`src/hw/rtl/fpwm_pkg.sv`:
```
// ----------------------------------------------------------------------------
// fpwm_pkg
// Types and constants of the three-channel fading PWM driver.
// ----------------------------------------------------------------------------
`default_nettype none

package fpwm_pkg;

   localparam int LEVEL_W = 7;
   localparam int DIV_W   = 4;
   localparam int CSR_IDX_W = 2;

   localparam logic [LEVEL_W-1:0] BREATH_START = 7'd50;

   localparam logic [DIV_W-1:0] BASE_DIV_RESET   = 4'd1;
   localparam logic [DIV_W-1:0] ARC_DIV_RESET    = 4'd2;
   localparam logic [DIV_W-1:0] BREATH_DIV_RESET = 4'd4;

   typedef enum logic [CSR_IDX_W-1:0] {
      CSR_BASE_DIV   = 2'd0,
      CSR_ARC_DIV    = 2'd1,
      CSR_BREATH_DIV = 2'd2
   } csr_index_type;

   typedef struct packed {
      logic [LEVEL_W-1:0] base;
      logic [LEVEL_W-1:0] arc;
      logic [LEVEL_W-1:0] breath;
   } levels_type;

   typedef struct packed {
      logic base_pin;
      logic base_inv_pin;
      logic arc_pin;
      logic arc_inv_pin;
      logic breath_pin;
   } pins_type;

endpackage

`default_nettype wire

```
`src/hw/rtl/fpwm_if.sv`:
```
// ----------------------------------------------------------------------------
// fpwm_req_if / fpwm_rsp_if
// Valid/ready channels for tick beats and pin beats.
// ----------------------------------------------------------------------------
`default_nettype none

interface fpwm_req_if;
   logic valid;
   logic ready;
   logic pwm_tick;
   logic fade_tick;

   modport source (output valid, output pwm_tick, output fade_tick, input ready);
   modport sink   (input valid, input pwm_tick, input fade_tick, output ready);
endinterface

interface fpwm_rsp_if;
   logic valid;
   logic ready;
   logic base_pin;
   logic base_inv_pin;
   logic arc_pin;
   logic arc_inv_pin;
   logic breath_pin;

   modport source (output valid, output base_pin, output base_inv_pin, output arc_pin,
                   output arc_inv_pin, output breath_pin, input ready);
   modport sink   (input valid, input base_pin, input base_inv_pin, input arc_pin,
                   input arc_inv_pin, input breath_pin, output ready);
endinterface

`default_nettype wire

```
`src/hw/rtl/fpwm_ramp.sv`:
```
// ----------------------------------------------------------------------------
// fpwm_ramp
// One fade channel: divider counter and triangle ramp between 0 and STEPS.
// ----------------------------------------------------------------------------
`default_nettype none

module fpwm_ramp #(
   parameter int STEPS        = 100,
   parameter int RESET_LEVEL  = 0,
   parameter bit RESET_RISING = 1'b1
) (
   input  wire logic                              clock,
   input  wire logic                              reset,
   input  wire logic                              step_en,
   input  wire logic [fpwm_pkg::DIV_W-1:0]        divider,
   output logic      [fpwm_pkg::LEVEL_W-1:0]      level
);

   localparam int LW = fpwm_pkg::LEVEL_W;
   localparam int DW = fpwm_pkg::DIV_W;
   localparam logic [LW-1:0] STEPS_L = LW'(STEPS);

   logic [LW-1:0] level_ff, level_in;
   logic          rising_ff, rising_in;
   logic [DW-1:0] count_ff, count_in;
   logic [DW:0]   count_next;
   logic          fire;
   logic          turn_rise;

   always_comb begin
      count_next = {1'b0, count_ff} + {{DW{1'b0}}, 1'b1};
      fire       = count_next >= {1'b0, divider};
      level_in   = level_ff;
      rising_in  = rising_ff;
      count_in   = count_ff;
      turn_rise  = 1'b0;
      if (step_en) begin
         if (fire) begin
            count_in = '0;
            // The direction flips at either end before the level moves.
            if (rising_ff && (level_ff >= STEPS_L)) begin
               rising_in = 1'b0;
            end else if (!rising_ff && (level_ff == '0)) begin
               rising_in = 1'b1;
               turn_rise = 1'b1;
            end
            if (rising_in || turn_rise) begin
               level_in = level_ff + {{(LW-1){1'b0}}, 1'b1};
            end else begin
               level_in = level_ff - {{(LW-1){1'b0}}, 1'b1};
            end
         end else begin
            count_in = count_next[DW-1:0];
         end
      end
   end

   always_ff @(posedge clock) begin
      if (reset) begin
         level_ff  <= LW'(RESET_LEVEL);
         rising_ff <= RESET_RISING;
         count_ff  <= '0;
      end else begin
         level_ff  <= level_in;
         rising_ff <= rising_in;
         count_ff  <= count_in;
      end
   end

   assign level = level_ff;

endmodule

`default_nettype wire

```
`src/hw/rtl/fpwm_pwm.sv`:
```
// ----------------------------------------------------------------------------
// fpwm_pwm
// Shared phase counter and the five pin comparators with their pin register.
// ----------------------------------------------------------------------------
`default_nettype none

module fpwm_pwm #(
   parameter int STEPS = 100
) (
   input  wire logic                 clock,
   input  wire logic                 reset,
   input  wire logic                 tick_en,
   input  wire fpwm_pkg::levels_type levels,
   output fpwm_pkg::pins_type        pins
);

   localparam int LW = fpwm_pkg::LEVEL_W;
   localparam logic [LW-1:0] STEPS_L = LW'(STEPS);

   logic [LW-1:0]      phase_ff, phase_in;
   logic [LW-1:0]      phase_inc;
   logic [LW-1:0]      base_comp, arc_comp;
   fpwm_pkg::pins_type pins_ff, pins_in;

   always_comb begin
      // A level above full scale leaves no room for the inverted pin.
      base_comp = (levels.base <= STEPS_L) ? (STEPS_L - levels.base) : '0;
      arc_comp  = (levels.arc  <= STEPS_L) ? (STEPS_L - levels.arc)  : '0;
      phase_inc = phase_ff + {{(LW-1){1'b0}}, 1'b1};
      phase_in  = phase_ff;
      pins_in   = pins_ff;
      if (tick_en) begin
         pins_in.base_pin     = phase_ff < levels.base;
         pins_in.base_inv_pin = phase_ff < base_comp;
         pins_in.arc_pin      = phase_ff < levels.arc;
         pins_in.arc_inv_pin  = phase_ff < arc_comp;
         pins_in.breath_pin   = phase_ff < levels.breath;
         phase_in = (phase_inc >= STEPS_L) ? '0 : phase_inc;
      end
   end

   always_ff @(posedge clock) begin
      if (reset) begin
         phase_ff <= '0;
         pins_ff  <= '0;
      end else begin
         phase_ff <= phase_in;
         pins_ff  <= pins_in;
      end
   end

   assign pins = pins_ff;

endmodule

`default_nettype wire

```
`src/hw/rtl/three_channel_fading_pwm.sv`:
```
// ----------------------------------------------------------------------------
// three_channel_fading_pwm
// Software-style PWM driver for five LED pins with three triangle fades.
// ----------------------------------------------------------------------------
// Each req beat carries a PWM tick flag and a fade tick flag. A PWM tick
// samples the phase against the current brightness levels into the pin
// register and then advances the phase, which wraps at STEPS. A fade tick
// advances each channel divider; a divider that fires steps its level one
// count along a triangle between 0 and STEPS.
// Every req beat yields exactly one rsp beat holding the five pin levels;
// without a PWM tick the pins repeat their previous values.
// The rsp beat appears in the cycle after the req beat is accepted.
// Throughput is one beat per cycle, set by the single result register; req
// is taken while that register is empty or being drained in the same cycle.
// When the receiver stalls, the rsp beat holds and req_if.ready falls.
// Reset is synchronous: levels, directions, dividers and the phase return to
// their start values and no rsp beat is pending. The csr port writes the
// divider registers at any edge with csr_we high; indexes past the last
// register are ignored.
// ----------------------------------------------------------------------------
`default_nettype none

module three_channel_fading_pwm #(
   parameter int STEPS = 100
) (
   input  wire logic                                clock,
   input  wire logic                                reset,
   fpwm_req_if.sink                                 req_if,
   fpwm_rsp_if.source                               rsp_if,
   input  wire logic                                csr_we,
   input  wire logic [fpwm_pkg::CSR_IDX_W-1:0]      csr_index,
   input  wire logic [fpwm_pkg::DIV_W-1:0]          csr_data
);

   localparam int DW = fpwm_pkg::DIV_W;

   logic [DW-1:0] base_div_ff, base_div_in;
   logic [DW-1:0] arc_div_ff, arc_div_in;
   logic [DW-1:0] breath_div_ff, breath_div_in;
   logic          rsp_valid_ff, rsp_valid_in;
   logic          accept;

   fpwm_pkg::levels_type levels;
   fpwm_pkg::pins_type   pins;

   assign req_if.ready = !rsp_valid_ff || rsp_if.ready;
   assign accept       = req_if.valid && req_if.ready;

   always_comb begin
      base_div_in   = base_div_ff;
      arc_div_in    = arc_div_ff;
      breath_div_in = breath_div_ff;
      if (csr_we) begin
         case (fpwm_pkg::csr_index_type'(csr_index))
            fpwm_pkg::CSR_BASE_DIV:   base_div_in   = csr_data;
            fpwm_pkg::CSR_ARC_DIV:    arc_div_in    = csr_data;
            fpwm_pkg::CSR_BREATH_DIV: breath_div_in = csr_data;
            default: ;
         endcase
      end
      rsp_valid_in = accept || (rsp_valid_ff && !rsp_if.ready);
   end

   always_ff @(posedge clock) begin
      if (reset) begin
         base_div_ff   <= fpwm_pkg::BASE_DIV_RESET;
         arc_div_ff    <= fpwm_pkg::ARC_DIV_RESET;
         breath_div_ff <= fpwm_pkg::BREATH_DIV_RESET;
         rsp_valid_ff  <= 1'b0;
      end else begin
         base_div_ff   <= base_div_in;
         arc_div_ff    <= arc_div_in;
         breath_div_ff <= breath_div_in;
         rsp_valid_ff  <= rsp_valid_in;
      end
   end

   fpwm_ramp #(.STEPS(STEPS), .RESET_LEVEL(0), .RESET_RISING(1'b1)) u_base_ramp (
      .clock   (clock),
      .reset   (reset),
      .step_en (accept && req_if.fade_tick),
      .divider (base_div_ff),
      .level   (levels.base)
   );

   fpwm_ramp #(.STEPS(STEPS), .RESET_LEVEL(STEPS), .RESET_RISING(1'b0)) u_arc_ramp (
      .clock   (clock),
      .reset   (reset),
      .step_en (accept && req_if.fade_tick),
      .divider (arc_div_ff),
      .level   (levels.arc)
   );

   fpwm_ramp #(
      .STEPS        (STEPS),
      .RESET_LEVEL  (int'(fpwm_pkg::BREATH_START)),
      .RESET_RISING (1'b1)
   ) u_breath_ramp (
      .clock   (clock),
      .reset   (reset),
      .step_en (accept && req_if.fade_tick),
      .divider (breath_div_ff),
      .level   (levels.breath)
   );

   // The pin register doubles as the rsp payload; it only changes on a
   // beat that is accepted, which requires the previous rsp beat to leave.
   fpwm_pwm #(.STEPS(STEPS)) u_pwm (
      .clock   (clock),
      .reset   (reset),
      .tick_en (accept && req_if.pwm_tick),
      .levels  (levels),
      .pins    (pins)
   );

   assign rsp_if.valid        = rsp_valid_ff;
   assign rsp_if.base_pin     = pins.base_pin;
   assign rsp_if.base_inv_pin = pins.base_inv_pin;
   assign rsp_if.arc_pin      = pins.arc_pin;
   assign rsp_if.arc_inv_pin  = pins.arc_inv_pin;
   assign rsp_if.breath_pin   = pins.breath_pin;

endmodule

`default_nettype wire

```
`src/flat_wrapper.sv`:
```
// flat-port wrapper written by rule: the top's interface ports become plain ports
module three_channel_fading_pwm_flat 
#(
   parameter int STEPS = 100
)
  (clock, reset, csr_we, csr_index, csr_data, req_if_valid, req_if_pwm_tick, req_if_fade_tick, req_if_ready, rsp_if_valid, rsp_if_base_pin, rsp_if_base_inv_pin, rsp_if_arc_pin, rsp_if_arc_inv_pin, rsp_if_breath_pin, rsp_if_ready);
  fpwm_req_if req_if_i ();
  fpwm_rsp_if rsp_if_i ();
  input  wire logic clock;
  input  wire logic reset;
  input  wire logic csr_we;
  input  wire logic [fpwm_pkg::CSR_IDX_W-1:0] csr_index;
  input  wire logic [fpwm_pkg::DIV_W-1:0] csr_data;
  input wire logic [$bits(req_if_i.valid)-1:0] req_if_valid;
  input wire logic [$bits(req_if_i.pwm_tick)-1:0] req_if_pwm_tick;
  input wire logic [$bits(req_if_i.fade_tick)-1:0] req_if_fade_tick;
  output wire logic [$bits(req_if_i.ready)-1:0] req_if_ready;
  output wire logic [$bits(rsp_if_i.valid)-1:0] rsp_if_valid;
  output wire logic [$bits(rsp_if_i.base_pin)-1:0] rsp_if_base_pin;
  output wire logic [$bits(rsp_if_i.base_inv_pin)-1:0] rsp_if_base_inv_pin;
  output wire logic [$bits(rsp_if_i.arc_pin)-1:0] rsp_if_arc_pin;
  output wire logic [$bits(rsp_if_i.arc_inv_pin)-1:0] rsp_if_arc_inv_pin;
  output wire logic [$bits(rsp_if_i.breath_pin)-1:0] rsp_if_breath_pin;
  input wire logic [$bits(rsp_if_i.ready)-1:0] rsp_if_ready;
  assign req_if_i.valid = req_if_valid;
  assign req_if_i.pwm_tick = req_if_pwm_tick;
  assign req_if_i.fade_tick = req_if_fade_tick;
  assign req_if_ready = req_if_i.ready;
  assign rsp_if_valid = rsp_if_i.valid;
  assign rsp_if_base_pin = rsp_if_i.base_pin;
  assign rsp_if_base_inv_pin = rsp_if_i.base_inv_pin;
  assign rsp_if_arc_pin = rsp_if_i.arc_pin;
  assign rsp_if_arc_inv_pin = rsp_if_i.arc_inv_pin;
  assign rsp_if_breath_pin = rsp_if_i.breath_pin;
  assign rsp_if_i.ready = rsp_if_ready;
  three_channel_fading_pwm #(.STEPS(STEPS)) u_core (.clock(clock), .reset(reset), .req_if(req_if_i), .rsp_if(rsp_if_i), .csr_we(csr_we), .csr_index(csr_index), .csr_data(csr_data));
endmodule
```
`config.mk`:
```
export PLATFORM = sky130hd
export DESIGN_NAME = three_channel_fading_pwm_flat
export DESIGN_NICKNAME = d
export VERILOG_FILES = /design/src/hw/rtl/fpwm_pkg.sv /design/src/hw/rtl/fpwm_if.sv /design/src/hw/rtl/fpwm_ramp.sv /design/src/hw/rtl/fpwm_pwm.sv /design/src/hw/rtl/three_channel_fading_pwm.sv /design/src/flat_wrapper.sv
export SDC_FILE = /design/constraint.sdc
export NUM_CORES = 1
export LEC_CHECK = 0
export CAP_MARGIN = 30
export CORE_MARGIN = 3
export CORE_UTILIZATION = 45
export DETAILED_ROUTE_END_ITERATION = 12
export DONT_BUFFER_PORTS = 1
export SYNTH_ARGS = -nofsm -noshare
export SYNTH_HDL_FRONTEND = slang
export SYNTH_SLANG_ARGS = --single-unit
```
`constraint.sdc`:
```
create_clock -name clock -period 8.28 [get_ports clock]
set_input_delay 0.414 -clock clock [delete_from_list [all_inputs] [get_ports clock]]
set_output_delay 0.414 -clock clock [all_outputs]
set_load 0.1 [all_outputs]
```
* Yosys cells after proc, flatten, opt, wreduce, memory -nomap -nowiden
Index checks and enable logic that the tools add are counted.
** Storage, ports and cells
- Register bits after elaboration :: 61
- Bits of input ports :: 13
- Logic and storage cells :: 110
** Operators by class
- Add/sub/neg operators :: 12
- Order comparisons :: 14
- Equality and inequality tests :: 2
- Muxes and demuxes :: 33
- Reductions and logical operators :: 30
** Operator list (number)
- $mux W7 :: 6
- $lt A7 B7 Y1 :: 5
- $add A7 B1 Y7 const B :: 4
- $ge A7 B7 Y1 const B :: 4
- $mux W1 :: 24
- $logic_not A7 Y1 :: 3
- $sub A7 B1 Y7 const B :: 3
- $add A4 B1 Y5 const B :: 3
- $ge A5 B4 Y1 :: 3
- $le A7 B7 Y1 const B :: 2
- $sub A7 B7 Y7 const A :: 2
- $mux W4 :: 3
- $reduce_and A2 Y1 :: 6
- $logic_and A1 B1 Y1 :: 10
- $logic_not A1 Y1 :: 5
- $logic_or A1 B1 Y1 :: 5
- $eq A2 B1 Y1 const B :: 1
- $eq A2 B2 Y1 const B :: 1
- $logic_not A2 Y1 :: 1

* Logic depth before layout (Yosys ltp)
- Word-level depth :: 8
- Gate-level depth with buffers :: 14

* By module
Synthesis repeated with hierarchy kept, for this count alone.
** Unflattened totals
- Cells, all modules :: 547
- Area total of the unflattened synthesis :: 4782.1 sq um
** Modules (own cells, without submodules)
- fpwm_pwm :: times used 1, cells each 209, area an instance 1655.3 sq um, sequential area each 240.2 sq um
- fpwm_ramp (u_core.u_base_ramp) :: times used 1, cells each 96, area an instance 862.1 sq um, sequential area each 240.2 sq um
- fpwm_ramp (u_core.u_breath_ramp) :: times used 1, cells each 96, area an instance 860.8 sq um, sequential area each 240.2 sq um
- fpwm_ramp (u_core.u_arc_ramp) :: times used 1, cells each 90, area an instance 830.8 sq um, sequential area each 240.2 sq um
- three_channel_fading_pwm :: times used 1, cells each 56, area an instance 573.0 sq um, sequential area each 260.2 sq um

* Worst setup path after synthesis
OpenSTA, ideal clock, no wires.
- Path type :: reg2reg
- From :: register u_core.rsp_valid_ff, in the netlist u_core.rsp_if.valid
- To :: register u_core.u_breath_ramp.level_ff[1], in the netlist u_core.u_breath_ramp.level[1]
- Setup time :: 0.129 ns
- Data arrival time :: 3.118 ns
- Path slack :: 5.033 ns
- Stages on the path, launching flop included :: 9
- Cells stage by stage :: dfxtp_1 > nand2b_1 > and3_1 > buf_2 > o21a_1 > o31ai_1 > buf_2 > mux2i_1 > nand2_1
** On the way
- Cells in the longest elaborated chain, start to end :: 5
** Ends and longest elaborated chain
- from (decl) :: line three_channel_fading_pwm.sv:40 : logic rsp_valid_ff, rsp_valid_in;
- from (signal assigned) :: line three_channel_fading_pwm.sv:74 : rsp_valid_ff <= rsp_valid_in;
- $logic_not A1 Y1 :: line three_channel_fading_pwm.sv:46 : assign req_if.ready = !rsp_valid_ff || rsp_if.ready;
- $logic_or A1 B1 Y1 :: line three_channel_fading_pwm.sv:46
- via req_if_ready :: line flat_wrapper.sv:17 : output wire logic [$bits(req_if_i.ready)-1:0] req_if_ready;
- $logic_and A1 B1 Y1 :: line three_channel_fading_pwm.sv:47 : assign accept = req_if.valid && req_if.ready;
- $logic_and A1 B1 Y1 :: line three_channel_fading_pwm.sv:101 : .step_en (accept && req_if.fade_tick),
- $reduce_and A2 Y1 (no source line)
- to (signal assigned) :: line fpwm_ramp.sv:60 : level_ff <= LW'(RESET_LEVEL);
- to (signal assigned) :: line fpwm_ramp.sv:64 : level_ff <= level_in;
- to (decl) :: line fpwm_ramp.sv:23 : logic [LW-1:0] level_ff, level_in;
The timed path passes the listed nets, and every way through them passes these cells.
A chain may end at the register's enable or synchronous reset.

* Worst setup path in the final report
- From :: register u_core.u_base_ramp.level_ff[0], in the netlist u_core.u_base_ramp.level[0]
- To :: register u_core.u_base_ramp.level_ff[6], in the netlist u_core.u_base_ramp.level[6]
** On the way
- Cells in the longest elaborated chain, start to end :: 8
- Elaborated cells between the ends (all ways) :: 16
- Classes of those cells :: 2 x add/sub; 1 x order compare; 9 x mux; 4 x reduce/logical
** Ends and longest elaborated chain
- from (decl) :: line fpwm_ramp.sv:23
- from (signal assigned) :: line fpwm_ramp.sv:60
- from (signal assigned) :: line fpwm_ramp.sv:64
- parallel branches: the longest is 7 deep, another holds $ge A7 B7 Y1
- $mux W7 (*) :: line fpwm_ramp.sv:47 : if (rising_in || turn_rise) begin
Every way passes the cells marked *. The select of a mux whose other input is x is not followed.

==> run_results.csv <==
group,metric,value,unit
clocking,cts_hold_buf,0,
cells_and_area,fin_nets,601,
worst_setup_path,r2r_end,"u_core.u_base_ramp.level[6]",
drt,wire_per_inst,13.98,um
drt,drt_iter0_drc,176,
clocking,tritoncts.num_buffers,9,
drt,met2_length,4487,um
place,pre_cts_slack,5.208,ns
timing,hold_viol,0,
flow_run,drv_cap,0,
timing,finalSetupViolations,0,
hold_path,holdPathEnd,"u_core.u_pwm.phase_ff[5]",
clocking,cts_resized,0,
global_routing,grt_pass1_wl,15990,um
yosys,synthDistinctLibCells,56,
cells_and_area,final_common_cell,"ha_1",
floorplanning,fp.dieW,104.4,um
timing,rsz0062_at_grt,"false",
cells_and_area,n_antenna_cell,0,
yosys,avgSynthCellArea,8.383,um2
power_and_ir_drop,combPwrFrac,13.2,%
timing,fmax,321.9,MHz
status,status,"finished, final reports clean",
worst_setup_path,cp_max_fo,8,
timing,max_slew_margin,33.45,%
clocking,cts_root_buf,"clkbuf_8",
place,place_hpwl,6814,um
global_routing,grt_usage,17.60,%
cells_and_area,final_cell_mix,"ha_1 (64), dfxtp_1 (61), nor2_1 (58)",
floorplanning,core,9328,um2
drt,via_count,3575,
timing,finalClockSkew,0.01568,ns
power_and_ir_drop,clkPwrFrac,38.7,%
power_and_ir_drop,max-vdd-ir-drop,0.07338,mV
power_and_ir_drop,pwr-share-seq,48.1,%
hold_path,min_from,"reset",
floorplanning,dieArea,10900,um2
clocking,cts.sinks,61,
cells_and_area,area_delta_synth_final,7.865,%
worst_setup_path,worstRegToRegCells,12,
floorplanning,placementRows,35,
worst_setup_path,r2r_slack,5.17,ns
drt,dr.pass1.iters,7,
timing,period_share,37.52,%
floorplanning,initial_core_util,46.73,%
global_routing,grt_pass1_vias,3487,
clocking,h-tree-depth,3,
drt,maxUsedRoutingLayer,"met4",
timing,layout_min_cycle_time,3.107,ns
worst_setup_path,path_class,"reg -> reg",
power_and_ir_drop,swShare,28.01,%
power_and_ir_drop,p_leak,2.132,nW
floorplanning,die_h,104.4,um
global_routing,overflow,0,
power_and_ir_drop,powerDensity,146.7,nW/um2
drt,wl_met3,216,um
yosys,yosysWarnings,0,
cells_and_area,drive_above_1_share,4.762,%
timing,tns,0,ns
timing,tightest_slew,0.9968,ns
timing,drv_slew,0,
yosys,synth_ff_type,"dfxtp_1",
place,portBuffers,0,
yosys,syn_inst,520,
global_routing,antenna_found_initial,0,
drt,wirelength_met1,4328,um
clocking,cts_tree,"yes",
clocking,path_clk_slew,0.08,ns
worst_setup_path,rr_startpoint,"u_core.u_base_ramp.level[0]",
yosys,syn-num-nets,600,
worst_setup_path,cp.required,8.49,ns
drt,viasPerCell,5.466,
cells_and_area,num-fill-cells,904,
yosys,ys_seq_elements,61,
drt,ant_nets,0,
drt,drcViolationCount,0,
global_routing,grt_start_max_net_pins,42,
place,gp_congestion,0.8117,
yosys,async_reset_ff_share,0,%
worst_setup_path,endpoint_kind,"flip-flop",
power_and_ir_drop,p_int,0.4966,mW
clocking,cts_buffer_depth,2,
yosys,seq_area_frac_synth,28.01,%
yosys,synth_edf_count,0,
floorplanning,io_pins,20,
clocking,post-cts-setup-buffer-count,0,
worst_setup_path,start_kind,"flip-flop",
drt,routed_wl,9146,um
power_and_ir_drop,p_sw,0.1933,mW
timing,timing.final.ws_setup,5.173,ns
hold_path,hold_path_class,"in -> reg",
clocking,clkLatencyLatePin,0.34,ns
yosys,synthesis.area,4359,um2
hold_path,min_path_cells,1,
worst_setup_path,critical_path_arrival,3.32,ns
[cell type report]
class,count,area (um2),share of cell area (%)
clock buffers,11,151.4,3.220
clock inverters,4,47.55,1.011
inverters,39,146.4,3.113
multi-input cells,407,2935,62.43
flip-flops and latches,61,1221,25.97
well taps,129,161.4,3.433
repair buffers,3,38.79,0.8249
[kinds of logic after synthesis]
group	count (synthesis)	synth area share (%)
XOR/XNOR	39	7.836
multiplexers	19	4.506
AND/OR/NAND/NOR	158	16.96
adder cells (fa/ha/maj)	67	19.75
flip-flops	61	28.01
AO/OA/AOI/OAI	124	18.28
buffers and inverters	52	4.650
[synth_stat cells (all sizes together) (3+ instances only)]
master,count,share of area [%]
nor4,3,0.43
xor2,18,3.6
a21o,14,2.4
clkbuf,6,0.52
a211o,3,0.60
and3,4,0.57
or3,3,0.43
dfxtp,61,28
nor2,59,5.3
o21ai,29,3.3
o21bai,5,0.86
a21oi,36,4.1
nand2,40,3.5
o31ai,3,0.52
nand4,6,0.86
buf,7,0.77
a311o,4,0.92
a31oi,3,0.43
fa,3,1.4
xnor2,21,4.2
a211oi,6,1.1
nand3,13,1.6
o21a,4,0.69
mux2i,17,3.9
ha,64,18
inv,39,3.4
nor3,10,1.1
nand2b,9,1.3
[registers in the layout (all words and copies together), names as in the netlist, 4 cells and up]
name	count
u_core.u_arc_ramp.level	7
u_core.u_base_ramp.level	7
u_core.u_breath_ramp.level	7
u_core.u_pwm.phase_ff	7
u_core.u_pwm.pins	5
u_core.arc_div_ff	4
u_core.base_div_ff	4
u_core.breath_div_ff	4
u_core.u_arc_ramp.count_ff	4
u_core.u_base_ramp.count_ff	4
u_core.u_breath_ramp.count_ff	4
[power groups by stage]
stage / clock (mW) / sequential, mW / combinational [mW]
2_1_floorplan: 0 / 0.334 / 0.0776
3_3_place_gp: 0 / 0.338 / 0.0871
3_5_place_dp: 0 / 0.339 / 0.0915
4_1_cts: 0.276 / 0.332 / 0.0922
5_1_grt: 0.289 / 0.333 / 0.105
6_report: 0.267 / 0.332 / 0.0910
[critical path, cell delays in order, from the launching register on]
cell      delay (ns)
dfxtp_1         0.50
inv_1           0.13
ha_1            0.27
nor4b_1         0.16
a22oi_1         0.16
nand2_1         0.15
fa_1            0.42
nand2b_1        0.19
a21oi_1         0.18
o22ai_1         0.12
xnor2_1         0.14
nor3_1          0.21
mux2_1          0.34
[worst max path at each step]
stage                                                to  cells past startpoint                        start
final                       u_core.u_base_ramp.level[6]                     12  u_core.u_base_ramp.level[0]
after global routing        u_core.u_base_ramp.level[6]                     13  u_core.u_base_ramp.level[0]
after CTS                   u_core.u_base_ramp.level[6]                     12  u_core.u_base_ramp.level[0]
after detailed placement    u_core.u_base_ramp.level[6]                     12  u_core.u_base_ramp.level[0]
after global placement       u_core.u_arc_ramp.level[6]                      6          u_core.rsp_if.valid
after floorplan           u_core.u_breath_ramp.level[1]                      8          u_core.rsp_if.valid
[per-layer routing]
layer | GRT usage, % | up-vias
met3 | 2.980 | 12
met5 | 0 | -
met4 | 6.268 | 0
li1 | - | 1847
met1 | 21.81 | 1675
met2 | 30.58 | 41
[per-stage QoR]
stage               area, um2  hold WS (ns)  std cells  power, mW  utilization [%]
floorplan                4359        0.4458        520     0.4115                -
global placement         4472        0.4657        637     0.4256            47.94
detailed placement       4503        0.4673        639     0.4301            48.28
CTS                      4702        0.1246        654     0.7001            50.41
global route             4702        0.1241        654     0.7268            50.41
finish                   4702        0.1434        654     0.6899            50.41
Note: power is estimated with default switching activity, not from simulation.
